File: src/agbs_pkg.sv
// Shared types, constants and the log table of the alignment block gap scorer.
`default_nettype none

package agbs_pkg;

    localparam int LOG_TABLE_BITS = 8;
    localparam int FRAC_BITS      = 16;
    localparam int TABLE_SIZE     = 1 << LOG_TABLE_BITS;
    localparam int GAP_W          = 31;
    localparam int EXP_W          = 5;
    localparam int LG_W           = EXP_W + FRAC_BITS;
    localparam int LN2_W          = 30;
    localparam int PEN_W          = LG_W + 2;
    localparam int QUEUE_DEPTH    = 4;
    localparam int QUEUE_AW       = 2;

    localparam logic [LN2_W-1:0]  LN2_Q30   = 30'd744261118;
    localparam logic signed [31:0] SCORE_MAX = 32'sh7FFF_FFFF;
    localparam logic signed [31:0] SCORE_MIN = 32'sh8000_0000;

    // How a block is handled by the back end.
    typedef enum logic [2:0] {
        CLS_FIRST,
        CLS_NONE,
        CLS_QUERY,
        CLS_TARGET,
        CLS_BOTH
    } cls_t;

    // One classified item. val holds the saturated base score for a first
    // block, the positive gap for a gap class and zero for CLS_NONE.
    typedef struct packed {
        cls_t        cls;
        logic        last;
        logic [31:0] val;
    } entry_t;

    typedef logic [FRAC_BITS-1:0] log_table_t [TABLE_SIZE];

    // Entry m is log2(1 + m/TABLE_SIZE), one result bit per squaring step.
    function automatic log_table_t build_log_table();
        log_table_t           tab;
        logic [63:0]          x;
        logic [FRAC_BITS-1:0] r;
        for (int m = 0; m < TABLE_SIZE; m++)
        begin
            x = 64'(TABLE_SIZE + m) << (30 - LOG_TABLE_BITS);
            r = '0;
            for (int i = 0; i < FRAC_BITS; i++)
            begin
                x = (x * x) >> 30;
                r = r << 1;
                if (x >= (64'd2 << 30))
                begin
                    r[0] = 1'b1;
                    x    = x >> 1;
                end
            end
            tab[m] = r;
        end
        return tab;
    endfunction

    localparam log_table_t LOG_TABLE = build_log_table();

endpackage

`default_nettype wire

File: src/alignment_block_gap_scorer.sv
// Top level of the alignment block gap scorer.
//
// Input channel: push/full. An item (one aligned block) is taken at a rising
// edge with push high and full low. Result channel: empty/pop. The score sits
// on alignment_score while empty is low and leaves at an edge with pop high.
// One result comes out for each item that has last_block set, in order.
// Throughput is one item per cycle while full stays low; the front end
// classifies an item in the cycle it is taken, and the back end runs a
// six-stage log, penalty and accumulate pipeline fed from a four-entry
// queue. Only the accumulate stage carries the score from one item to the
// next.
// Reset clears the previous block ends, the running score and all queues.
// When the receiver stops popping, a two-entry result queue fills, then the
// back-end pipeline freezes, then the input queue fills and full goes high.
`default_nettype none

module alignment_block_gap_scorer
    import agbs_pkg::*;
(
    input  wire logic          clk,
    input  wire logic          rst_n,
    input  wire logic          push,
    output logic               full,
    input  wire logic          first_block,
    input  wire logic          last_block,
    input  wire logic [30:0]   match_count,
    input  wire logic [30:0]   repeat_match_count,
    input  wire logic [30:0]   mismatch_count,
    input  wire logic [31:0]   query_start,
    input  wire logic [31:0]   target_start,
    input  wire logic [31:0]   block_size,
    output logic               empty,
    input  wire logic          pop,
    output logic signed [31:0] alignment_score
);

    logic   accept;
    entry_t front_entry;
    entry_t q_data;
    logic   q_empty;
    logic   q_pop;

    assign accept = push && !full;

    agbs_front u_front (
        .clk                (clk),
        .rst_n              (rst_n),
        .accept             (accept),
        .first_block        (first_block),
        .last_block         (last_block),
        .match_count        (match_count),
        .repeat_match_count (repeat_match_count),
        .mismatch_count     (mismatch_count),
        .query_start        (query_start),
        .target_start       (target_start),
        .block_size         (block_size),
        .entry              (front_entry)
    );

    agbs_queue u_queue (
        .clk     (clk),
        .rst_n   (rst_n),
        .wr_en   (accept),
        .wr_data (front_entry),
        .full    (full),
        .rd_en   (q_pop),
        .rd_data (q_data),
        .empty   (q_empty)
    );

    agbs_back u_back (
        .clk             (clk),
        .rst_n           (rst_n),
        .q_empty         (q_empty),
        .q_data          (q_data),
        .q_pop           (q_pop),
        .pop             (pop),
        .empty           (empty),
        .alignment_score (alignment_score)
    );

endmodule

`default_nettype wire

File: src/agbs_queue.sv
// Short queue of classified items between the front end and the back end.
`default_nettype none

module agbs_queue
    import agbs_pkg::*;
(
    input  wire logic   clk,
    input  wire logic   rst_n,
    input  wire logic   wr_en,
    input  wire entry_t wr_data,
    output logic        full,
    input  wire logic   rd_en,
    output entry_t      rd_data,
    output logic        empty
);

    entry_t                mem_reg [QUEUE_DEPTH];
    logic [QUEUE_AW-1:0]   wr_ptr_reg;
    logic [QUEUE_AW-1:0]   wr_ptr_next;
    logic [QUEUE_AW-1:0]   rd_ptr_reg;
    logic [QUEUE_AW-1:0]   rd_ptr_next;
    logic [QUEUE_AW:0]     count_reg;
    logic [QUEUE_AW:0]     count_next;

    assign full    = (count_reg == (QUEUE_AW+1)'(QUEUE_DEPTH));
    assign empty   = (count_reg == '0);
    assign rd_data = mem_reg[rd_ptr_reg];

    always_comb
    begin
        wr_ptr_next = wr_ptr_reg + QUEUE_AW'(wr_en);
        rd_ptr_next = rd_ptr_reg + QUEUE_AW'(rd_en);
        count_next  = count_reg + (QUEUE_AW+1)'(wr_en) - (QUEUE_AW+1)'(rd_en);
    end

    always_ff @(posedge clk or negedge rst_n)
    begin
        if (!rst_n)
        begin
            wr_ptr_reg <= '0;
            rd_ptr_reg <= '0;
            count_reg  <= '0;
        end
        else
        begin
            wr_ptr_reg <= wr_ptr_next;
            rd_ptr_reg <= rd_ptr_next;
            count_reg  <= count_next;
        end
    end

    always_ff @(posedge clk)
    begin
        if (wr_en)
        begin
            mem_reg[wr_ptr_reg] <= wr_data;
        end
    end

endmodule

`default_nettype wire

File: src/agbs_front.sv
// Front end: measures the gaps against the previous block and classifies each item.
`default_nettype none

module agbs_front
    import agbs_pkg::*;
(
    input  wire logic        clk,
    input  wire logic        rst_n,
    input  wire logic        accept,
    input  wire logic        first_block,
    input  wire logic        last_block,
    input  wire logic [30:0] match_count,
    input  wire logic [30:0] repeat_match_count,
    input  wire logic [30:0] mismatch_count,
    input  wire logic [31:0] query_start,
    input  wire logic [31:0] target_start,
    input  wire logic [31:0] block_size,
    output entry_t           entry
);

    logic [31:0]        prev_query_end_reg;
    logic [31:0]        prev_query_end_next;
    logic [31:0]        prev_target_end_reg;
    logic [31:0]        prev_target_end_next;
    logic [31:0]        qd;
    logic [31:0]        td;
    logic               qpos;
    logic               tpos;
    logic signed [33:0] base_sum;
    logic [31:0]        base_sat;
    logic [GAP_W-1:0]   gap_max;

    always_comb
    begin
        qd   = query_start - prev_query_end_reg;
        td   = target_start - prev_target_end_reg;
        qpos = (qd != '0) && !qd[31];
        tpos = (td != '0) && !td[31];

        base_sum = $signed({3'b000, match_count}) + $signed({3'b000, repeat_match_count})
                 - $signed({2'b00, mismatch_count, 1'b0});
        if (base_sum > 34'(SCORE_MAX))
        begin
            base_sat = SCORE_MAX;
        end
        else if (base_sum < 34'(SCORE_MIN))
        begin
            base_sat = SCORE_MIN;
        end
        else
        begin
            base_sat = base_sum[31:0];
        end

        gap_max = (qd[GAP_W-1:0] > td[GAP_W-1:0]) ? qd[GAP_W-1:0] : td[GAP_W-1:0];

        entry.last = last_block;
        // A gap on one side only counts when the other side abuts exactly;
        // an overlap on either side otherwise cancels the penalty.
        priority if (first_block)
        begin
            entry.cls = CLS_FIRST;
            entry.val = base_sat;
        end
        else if (qpos && (td == '0))
        begin
            entry.cls = CLS_QUERY;
            entry.val = {1'b0, qd[GAP_W-1:0]};
        end
        else if (tpos && (qd == '0))
        begin
            entry.cls = CLS_TARGET;
            entry.val = {1'b0, td[GAP_W-1:0]};
        end
        else if (qpos && tpos)
        begin
            entry.cls = CLS_BOTH;
            entry.val = {1'b0, gap_max};
        end
        else
        begin
            entry.cls = CLS_NONE;
            entry.val = '0;
        end

        prev_query_end_next  = accept ? (query_start + block_size) : prev_query_end_reg;
        prev_target_end_next = accept ? (target_start + block_size) : prev_target_end_reg;
    end

    always_ff @(posedge clk or negedge rst_n)
    begin
        if (!rst_n)
        begin
            prev_query_end_reg  <= '0;
            prev_target_end_reg <= '0;
        end
        else
        begin
            prev_query_end_reg  <= prev_query_end_next;
            prev_target_end_reg <= prev_target_end_next;
        end
    end

endmodule

`default_nettype wire

File: src/agbs_back.sv
// Back end: log pipeline, penalty, score accumulation and the result queue.
`default_nettype none

module agbs_back
    import agbs_pkg::*;
(
    input  wire logic          clk,
    input  wire logic          rst_n,
    input  wire logic          q_empty,
    input  wire entry_t        q_data,
    output logic               q_pop,
    input  wire logic          pop,
    output logic               empty,
    output logic signed [31:0] alignment_score
);

    localparam int NUM_STAGES = 6;
    localparam int LAST_STAGE = NUM_STAGES - 1;

    typedef struct packed {
        cls_t                      cls;
        logic                      last;
        logic [31:0]               val;
        logic [EXP_W-1:0]          e;
        logic [LOG_TABLE_BITS-1:0] m;
        logic [PEN_W-1:0]          num;
    } pipe_t;

    pipe_t                stage_reg   [NUM_STAGES];
    pipe_t                stage_next  [NUM_STAGES];
    logic                 valid_reg   [NUM_STAGES];
    logic                 advance;

    logic [EXP_W-1:0]                   msb_pos;
    logic [GAP_W+LOG_TABLE_BITS-1:0]    norm;
    logic [LG_W+LN2_W-1:0]              prod;

    logic signed [31:0]   running_score_reg;
    logic signed [31:0]   running_score_next;
    logic [PEN_W-FRAC_BITS-1:0] pen_int;
    logic                 pen_frac_nz;
    logic signed [33:0]   diff;
    logic signed [33:0]   diff_adj;
    logic signed [31:0]   charged_score;

    logic signed [31:0]   out_data_reg [2];
    logic                 out_wr_reg;
    logic                 out_rd_reg;
    logic [1:0]           out_count_reg;
    logic [1:0]           out_count_next;
    logic                 out_push;
    logic                 out_pop;

    // The pipeline moves as one; it only freezes when a result must leave
    // and the result queue has no room.
    assign advance = !(valid_reg[LAST_STAGE] && stage_reg[LAST_STAGE].last
                       && (out_count_reg == 2'd2));
    assign q_pop    = advance && !q_empty;
    assign out_push = advance && valid_reg[LAST_STAGE] && stage_reg[LAST_STAGE].last;
    assign out_pop  = pop && !empty;
    assign empty    = (out_count_reg == 2'd0);
    assign alignment_score = out_data_reg[out_rd_reg];

    always_comb
    begin
        msb_pos = '0;
        for (int i = 0; i < GAP_W; i++)
        begin
            if (stage_reg[0].val[i])
            begin
                msb_pos = EXP_W'(i);
            end
        end

        // Bits just below the leading one, zero-filled below bit 0.
        norm = {stage_reg[1].val[GAP_W-1:0], LOG_TABLE_BITS'(0)} >> stage_reg[1].e;
        prod = stage_reg[3].num[LG_W-1:0] * LN2_Q30;

        stage_next[0]      = '0;
        stage_next[0].cls  = q_data.cls;
        stage_next[0].last = q_data.last;
        stage_next[0].val  = q_data.val;

        stage_next[1]      = stage_reg[0];
        stage_next[1].e    = msb_pos;

        stage_next[2]      = stage_reg[1];
        stage_next[2].m    = norm[LOG_TABLE_BITS-1:0];

        stage_next[3]      = stage_reg[2];
        stage_next[3].num  = PEN_W'({stage_reg[2].e, LOG_TABLE[stage_reg[2].m]});

        stage_next[4]      = stage_reg[3];
        stage_next[4].num  = PEN_W'(prod[LG_W+LN2_W-1:LN2_W]);

        stage_next[5]      = stage_reg[4];
        unique case (stage_reg[4].cls)
            CLS_QUERY, CLS_BOTH:
                stage_next[5].num = (PEN_W'(3) << FRAC_BITS) + (stage_reg[4].num << 1);
            CLS_TARGET:
                stage_next[5].num = (PEN_W'(1) << FRAC_BITS) + stage_reg[4].num;
            default:
                stage_next[5].num = '0;
        endcase
    end

    // Truncation toward zero: a fractional penalty rounds the score down
    // only while the result stays positive.
    always_comb
    begin
        pen_int     = stage_reg[LAST_STAGE].num[PEN_W-1:FRAC_BITS];
        pen_frac_nz = |stage_reg[LAST_STAGE].num[FRAC_BITS-1:0];
        diff        = 34'(running_score_reg) - $signed(34'(pen_int));
        diff_adj    = (pen_frac_nz && (diff > 34'sd0)) ? (diff - 34'sd1) : diff;
        if (diff_adj < 34'(SCORE_MIN))
        begin
            charged_score = SCORE_MIN;
        end
        else
        begin
            charged_score = diff_adj[31:0];
        end

        unique case (stage_reg[LAST_STAGE].cls)
            CLS_FIRST:
                running_score_next = stage_reg[LAST_STAGE].val;
            CLS_QUERY, CLS_TARGET, CLS_BOTH:
                running_score_next = charged_score;
            default:
                running_score_next = running_score_reg;
        endcase

        out_count_next = out_count_reg + 2'(out_push) - 2'(out_pop);
    end

    always_ff @(posedge clk or negedge rst_n)
    begin
        if (!rst_n)
        begin
            for (int k = 0; k < NUM_STAGES; k++)
            begin
                valid_reg[k] <= 1'b0;
            end
            running_score_reg <= '0;
            out_wr_reg        <= 1'b0;
            out_rd_reg        <= 1'b0;
            out_count_reg     <= '0;
        end
        else
        begin
            if (advance)
            begin
                valid_reg[0] <= !q_empty;
                for (int k = 1; k < NUM_STAGES; k++)
                begin
                    valid_reg[k] <= valid_reg[k-1];
                end
                if (valid_reg[LAST_STAGE])
                begin
                    running_score_reg <= running_score_next;
                end
            end
            if (out_push)
            begin
                out_wr_reg <= !out_wr_reg;
            end
            if (out_pop)
            begin
                out_rd_reg <= !out_rd_reg;
            end
            out_count_reg <= out_count_next;
        end
    end

    always_ff @(posedge clk)
    begin
        if (advance)
        begin
            for (int k = 0; k < NUM_STAGES; k++)
            begin
                stage_reg[k] <= stage_next[k];
            end
        end
        if (out_push)
        begin
            out_data_reg[out_wr_reg] <= running_score_next;
        end
    end

endmodule

`default_nettype wire

File: config.mk
export PLATFORM = sky130hd
export DESIGN_NAME = alignment_block_gap_scorer
export DESIGN_NICKNAME = d
export VERILOG_FILES = /design/src/agbs_pkg.sv /design/src/alignment_block_gap_scorer.sv /design/src/agbs_queue.sv /design/src/agbs_front.sv /design/src/agbs_back.sv
export SDC_FILE = /design/constraint.sdc
export NUM_CORES = 2
export LEC_CHECK = 0
export BUFFER_PORTS_ARGS = -buffer_cell sky130_fd_sc_hd__buf_2
export CAP_MARGIN = 25
export CORE_UTILIZATION = 52
export CTS_CLUSTER_DIAMETER = 150
export DETAILED_ROUTE_END_ITERATION = 12
export GPL_ROUTABILITY_DRIVEN = 0
export PLACE_DENSITY = 0.83
export SYNTH_ARGS = -nofsm -noshare
export SYNTH_HDL_FRONTEND = slang
export SYNTH_SLANG_ARGS = --single-unit
File: constraint.sdc
create_clock -name clk -period 13.3 [get_ports clk]
set_input_delay 0 -clock clk [delete_from_list [all_inputs] [get_ports clk]]
set_output_delay 0 -clock clk [all_outputs]
set_load 0.01 [all_outputs]
### Word-level counts from Yosys, hierarchy flattened

Memory sizes are Yosys's and may differ from the RTL's.
Cells that the tools add are included.

* ROM bits: 4096
* input port bits: 195
* memory bits (writable): 640
* output and inout bits: 34
* memories: 4
* word-level logic and storage cells: 137
* bits in registers: 113
* bits in latches: 0

* order comparisons: 6
* divide/modulo/power cells: 0
* multipliers: 1
* mux-type cells: 52
* shift operators: 1
* equality and inequality tests: 8
* bitwise operators: 2
* reductions and logical operators: 32
* $add $sub $neg: 16

Memory list
* (name not given): words 256, bits a word 16, read ports 1, clocked after memory_dff 0, wr ports 0, line agbs_back.sv:91 `stage_next[3].num = PEN_W'({stage_reg[2].e, LOG_TABLE[stage_reg[2].m]});`
* u_back.stage_reg: words 6, bits a word 72, read ports 6, clocked after memory_dff 0, wr ports 6, line agbs_back.sv:29 `pipe_t stage_reg [NUM_STAGES];`
* u_queue.mem_reg: words 4, bits a word 36, read ports 1, clocked after memory_dff 0, wr ports 1, line agbs_queue.sv:17 `entry_t mem_reg [QUEUE_DEPTH];`
* u_back.out_data_reg: words 2, bits a word 32, read ports 1, clocked after memory_dff 0, wr ports 1, line agbs_back.sv:46 `logic signed [31:0] out_data_reg [2];`

Operator list (number)
* $mux W32: 6
* $mux W5: 29
* $lt A34 B32 Y1 const B: 2
* $add A32 B32 Y32: 2
* $logic_not A32 Y1: 2
* $pmux W32 S2: 1
* $reduce_bool A32 Y1: 2
* $sub A32 B32 Y32: 2
* $mux W31: 2
* $mul A21 B29 Y50 const B: 1
* $pmux W23 S2: 1
* $shr A39 B5 Y8: 1
* $gt A34 B1 Y1 const B: 1
* $gt A34 B32 Y1 const B: 1
* $mux W34: 1
* $sub A34 B2 Y34 const B: 1
* $sub A34 B33 Y34: 1
* $sub A32 B8 Y33: 1
* $add A31 B31 Y32: 1
* $mux W16: 2
* $gt A31 B31 Y1: 1
* $add A17 B23 Y23 const A: 1
* $add A18 B23 Y23 const A: 1
* $reduce_or A16 Y1: 1
* other kinds (19): 54

### Longest topological paths before layout

An unclocked memory read counts as a cell.

* depth in word-level cells: 31
* gate-level depth with buffers: 26
* gate-level depth less buffers: 26

### Modules after synthesis

A second synthesis with hierarchy kept.

* cells, all modules: 5000
* area total of the unflattened synthesis: 50010.5 sq um

By module, submodules not included
* agbs_back: times used 1, area an instance 31266.2 sq um, cells each 3006, sequential area each 11951.5 sq um
* agbs_front: times used 1, area an instance 13137.6 sq um, cells each 1780, sequential area each 1601.5 sq um
* agbs_queue: times used 1, area an instance 5592.9 sq um, cells each 213, sequential area each 4499.3 sq um
* alignment_block_gap_scorer: times used 1, area an instance 13.8 sq um, cells each 1, sequential area each 0.0 sq um

### Least setup slack after synthesis

No wires, ideal clock.

* path type: register -> register
* start: register u_back.out_count_reg[0]
* end: memory u_back.out_data_reg[1][0] (enable)
* buffers on the path: 0
* required time: 12.896 ns
* data arrival time: 12.606 ns
* library setup time: 0.404 ns
* stages on the path, launching flop included: 5
* period minus slack after synthesis: 13.011 ns
* setup slack: 0.289 ns
* cell sequence: dfrtp_1 > inv_1 > nand4_1 > and2_1 > and3_1

* cells in the longest elaborated chain, start to end: 7

Ends and longest elaborated chain
* start: declaration: line agbs_back.sv:49 `logic [1:0] out_count_reg;`
* start signal: assignment: line agbs_back.sv:171 `out_count_reg <= out_count_next;`
* $eq A2 B2 Y1: line agbs_back.sv:57 `&& (out_count_reg == 2'd2));`
* $logic_and A1 B1 Y1: line agbs_back.sv:57
* $logic_not A1 Y1: line agbs_back.sv:56 `assign advance = !(valid_reg[LAST_STAGE] && stage_reg[LAST_STAGE].last`
* $logic_and A1 B1 Y1 (2 in a row): line agbs_back.sv:59 `assign out_push = advance && valid_reg[LAST_STAGE] && stage_reg[LAST_STAGE].last;`
* $mux W1: line agbs_back.sv:184 `if (out_push)`
* $mux W1 (implied by the code): line agbs_back.sv:186 `out_data_reg[out_wr_reg] <= running_score_next;`
* end: declaration: line agbs_back.sv:46

Every way passes these cells.

==> metrics.md <==
| Metric | Value |
|---|---|
| Largest register FFs | `299` |
| Pin count of the biggest net entering global routing | `99` |
| Worst R2R End | `u_back.stage_reg[4][20]$_DFFE_PN_` |
| Detailed router's first-iteration violation count | `5249` |
| Shortest clock period the worst path allows after layout | `7.753 ns` |
| Family of cells with the greatest summed delay on the critical path | `adder cells` |
| Start-to-end type of the worst setup path | `register to register` |
| Skew final | `0.05076 ns` |
| Clock transition at the register clock pins on the worst setup and hold paths after CTS | `0.06 ns` |
| Number of port buffers | `228` |
| Core region area | `96570 um^2` |
| Clk sink count | `620` |
| CTS tree | `yes` |
| Final-layout fill cell count | `7760` |
| Hold_sp | `block_size[19]` |
| Number of non-filler instances in the completed layout | `6678` |
| Setup-violating endpoint count in the final report | `0` |
| Count leader, synth | `sky130_fd_sc_hd__inv_1` |
| Total routing usage reported by global routing | `28.02%` |
| CTS buffer count | `60` |
| Die outline width | `313.8 um` |
| Wire length reported by the detailed router | `139.3 mm` |
| Most used flip-flop cell after synthesis | `sky130_fd_sc_hd__edfxtp_1` |
| First-pass detailed-route iteration total | `13` |
| Total number of vias | `41.63k` |
| Fmax | `129.0 MHz` |
| Starting Density | `52.35%` |
| Clock tree root buffer cell | `sky130_fd_sc_hd__clkbuf_16` |
| Proportion of layout cells with a drive suffix above 1 | `10.42%` |
| Die boundary height | `313.8 um` |
| Startpoint class of the critical path | `register` |
| Post-layout nets | `6259` |
| Area growth, synth to finish | `10.99%` |
| Top cell type's share of synthesized area | `30.11%` |
| Footprint of the multi-input gates | `29530 um^2` |
| Max-Cap Viols | `0` |
| Worst-Skew Late Latency | `0.68 ns` |
| Worst Reg2Reg Path Length in Cells | `25` |
| Worst reg2reg startpoint | `u_back.stage_reg[3][33]$_DFFE_PN_` |
| Remaining global-route overflow | `0` |
| Via count of the first global-routing pass | `41.29k` |
| Critical path capture point type | `register` |
| Initial antenna violation count | `2` |
| Yosys reg bits | `620` |
| Post-synth net total | `6022` |
| Final worst hold slack | `-0.001955 ns` |
| Post-CTS Setup Repair Bufs | `0` |
| WL per Instance | `20.85 um` |
| Arr. time, crit path | `8.18 ns` |
| Number of rows created at floorplan | `114` |
| Synth top area cells | `sky130_fd_sc_hd__edfxtp_1, sky130_fd_sc_hd__ha_1, sky130_fd_sc_hd__fa_1` |
| Average footprint of a synthesized cell | `9.884 um^2` |
| Register-to-register setup slack | `5.55 ns` |
| Area of the die | `98470 um^2` |
| Detailed-placement wirelength estimate | `102.7 mm` |
| Post-synth ARST share | `18.23%` |
| Top cell by count, worst path | `sky130_fd_sc_hd__fa_1` |
| Sequential element share of the synthesized area | `35.71%` |
| Diode count | `0` |
| Buffering stage count on the worst path with inverters included | `5` |
| Hold Crit Depth | `4` |
| Most frequent cells after synthesis | `sky130_fd_sc_hd__inv_1, sky130_fd_sc_hd__edfxtp_1, sky130_fd_sc_hd__ha_1, sky130_fd_sc_hd__nand2_1, sky130_fd_sc_hd__nor2_1` |
| Number of enable-type register cells in the synthesized netlist | `507` |
| Instance count of the mapped netlist | `5115` |
| Register area | `18050 um^2` |
| Slew at the pin with the worst max-slew slack | `1.038 ns` |
| Max-slew headroom | `30.81%` |
| Count of yosys warnings during synthesis | `0` |
| Maximum fanout along the worst path | `7` |
| Required time at the endpoint of the critical path | `13.73 ns` |
| Final standard cell utilization of the core | `58.11%` |
| Worst path max stage delay | `0.81 ns` |
| Via density per instance | `6.234` |
| Final Hold Vio Count | `1` |
| Total negative setup slack | `0 ns` |
| Wire length of the first global-routing pass | `219.3 mm` |
| Number of placed I/O pins | `229` |
| Number of placed instances with taps included | `6463` |
| Result of the run | `finished with violations` |
| Worst hold path type | `primary input to register` |
| Buffer levels on the longest clock path | `3` |
| Terminating pin of the worst hold path | `u_front.prev_query_end_reg[19]$_DFFE_PN0P_` |
| Largest area contributor in the netlist | `sky130_fd_sc_hd__edfxtp_1` |
| Post-route DRC | `39` |
| Post-route fraction of the period consumed by the critical path | `58.30%` |
| Number of distinct library cell variants in the gate-level netlist after synthesis | `118` |
| Number of pins exceeding their max-slew limit in the final report | `0` |
| Setup repair after global routing missed its margin | `false` |
| Standard cell with the maximum stage delay on the critical path | `sky130_fd_sc_hd__fa_1` |
| Area of the mapped netlist | `50560 um^2` |
| Antenna-violating nets left | `0` |
| Violations in the final reports | `DRC, hold timing` |
| # H-tree levels | `2` |
==> routing by layer <==
metal,GRT usage (%),vias to the layer above,wire length (um)
li1,-,18980,-
met4,16.16,4,9019
met1,33.22,19580,50930
met2,47.95,2423,67390
met5,0,-,22
met3,4.783,641,11900
==> how the worst max path moves through the flow <==
stage	slack, ns	depth (start not counted)	start	end
2_1_floorplan	0.29	4	u_back.out_count_reg[0]$_DFF_PN0_	u_back.out_data_reg[1][0]$_DFFE_PP_
3_3_place_gp	5.92	25	u_back.stage_reg[3][33]$_DFFE_PN_	u_back.stage_reg[4][20]$_DFFE_PN_
3_5_place_dp	5.78	25	u_back.stage_reg[3][33]$_DFFE_PN_	u_back.stage_reg[4][20]$_DFFE_PN_
4_1_cts	5.67	25	u_back.stage_reg[3][33]$_DFFE_PN_	u_back.stage_reg[4][20]$_DFFE_PN_
5_1_grt	5.28	25	u_back.stage_reg[3][33]$_DFFE_PN_	u_back.stage_reg[4][20]$_DFFE_PN_
6_report	5.55	25	u_back.stage_reg[3][33]$_DFFE_PN_	u_back.stage_reg[4][20]$_DFFE_PN_
==> kinds of logic (layout without fill, tap and decap cells) <==
logic type	count (synthesis)	in the layout	synth area share (%)
buffers and inverters	788	1075	5.982
AOI/OAI and AO/OA	1330	1330	17.31
DFF	620	620	35.71
muxes	131	131	3.989
adders and majority gates	712	712	20.83
and+or+nand+nor	1330	1330	12.62
xor gates and xnor gates	204	204	3.564
==> worst min-delay path: stages <==
cell and delay, ns:
sky130_fd_sc_hd__buf_2 0.12, sky130_fd_sc_hd__ha_1 0.23, sky130_fd_sc_hd__xor2_1 0.09, sky130_fd_sc_hd__o21ai_0 0.15
==> area by class of cell <==
class	instances	area share, %
Inverter	584	3.907
Tap cell	1276	2.845
Clock inverter	41	1.037
Multi-Input combinational cell	3707	52.62
Sequential cell	620	32.18
Clock buffer	71	2.803
Timing Repair Buffer	379	4.611
==> stage by stage <==
stage	setup slack, ns	instance area [um^2]
after global placement	5.915	52850
after CTS	5.667	56080
final	5.547	56110
after floorplan	0.2894	50560
after detailed placement	5.775	52890
after global routing	5.282	56110
==> cells in the final DEF (no fill, tap or decap), types with 47 or more instances in the layout <==
master	instances
sky130_fd_sc_hd__a211oi_1	73
sky130_fd_sc_hd__a21o_1	89
sky130_fd_sc_hd__a21oi_1	315
sky130_fd_sc_hd__a31oi_1	48
sky130_fd_sc_hd__buf_2	227
sky130_fd_sc_hd__buf_4	47
sky130_fd_sc_hd__clkbuf_16	60
sky130_fd_sc_hd__dfrtp_1	112
sky130_fd_sc_hd__dlygate4sd3_1	100
sky130_fd_sc_hd__edfxtp_1	507
sky130_fd_sc_hd__fa_1	216
sky130_fd_sc_hd__ha_1	496
sky130_fd_sc_hd__inv_1	579
sky130_fd_sc_hd__mux2_2	50
sky130_fd_sc_hd__mux4_2	51
sky130_fd_sc_hd__nand2_1	429
sky130_fd_sc_hd__nand3_1	105
sky130_fd_sc_hd__nor2_1	346
sky130_fd_sc_hd__nor2b_1	49
sky130_fd_sc_hd__nor3_1	89
sky130_fd_sc_hd__o21ai_0	321
sky130_fd_sc_hd__xnor2_1	117
sky130_fd_sc_hd__xor2_1	85
==> what timing repair did <==
action | 4_1_cts | 5_1_grt
setup endpoints to repair | 0 | 0
resized for setup | 0 | 0
endpoints found under the hold margin | 116 | 0
hold buffers | 101 | 0
Power is not shown: default switching activity piles up to over one toggle a cycle in this logic, so the estimate is an artifact.
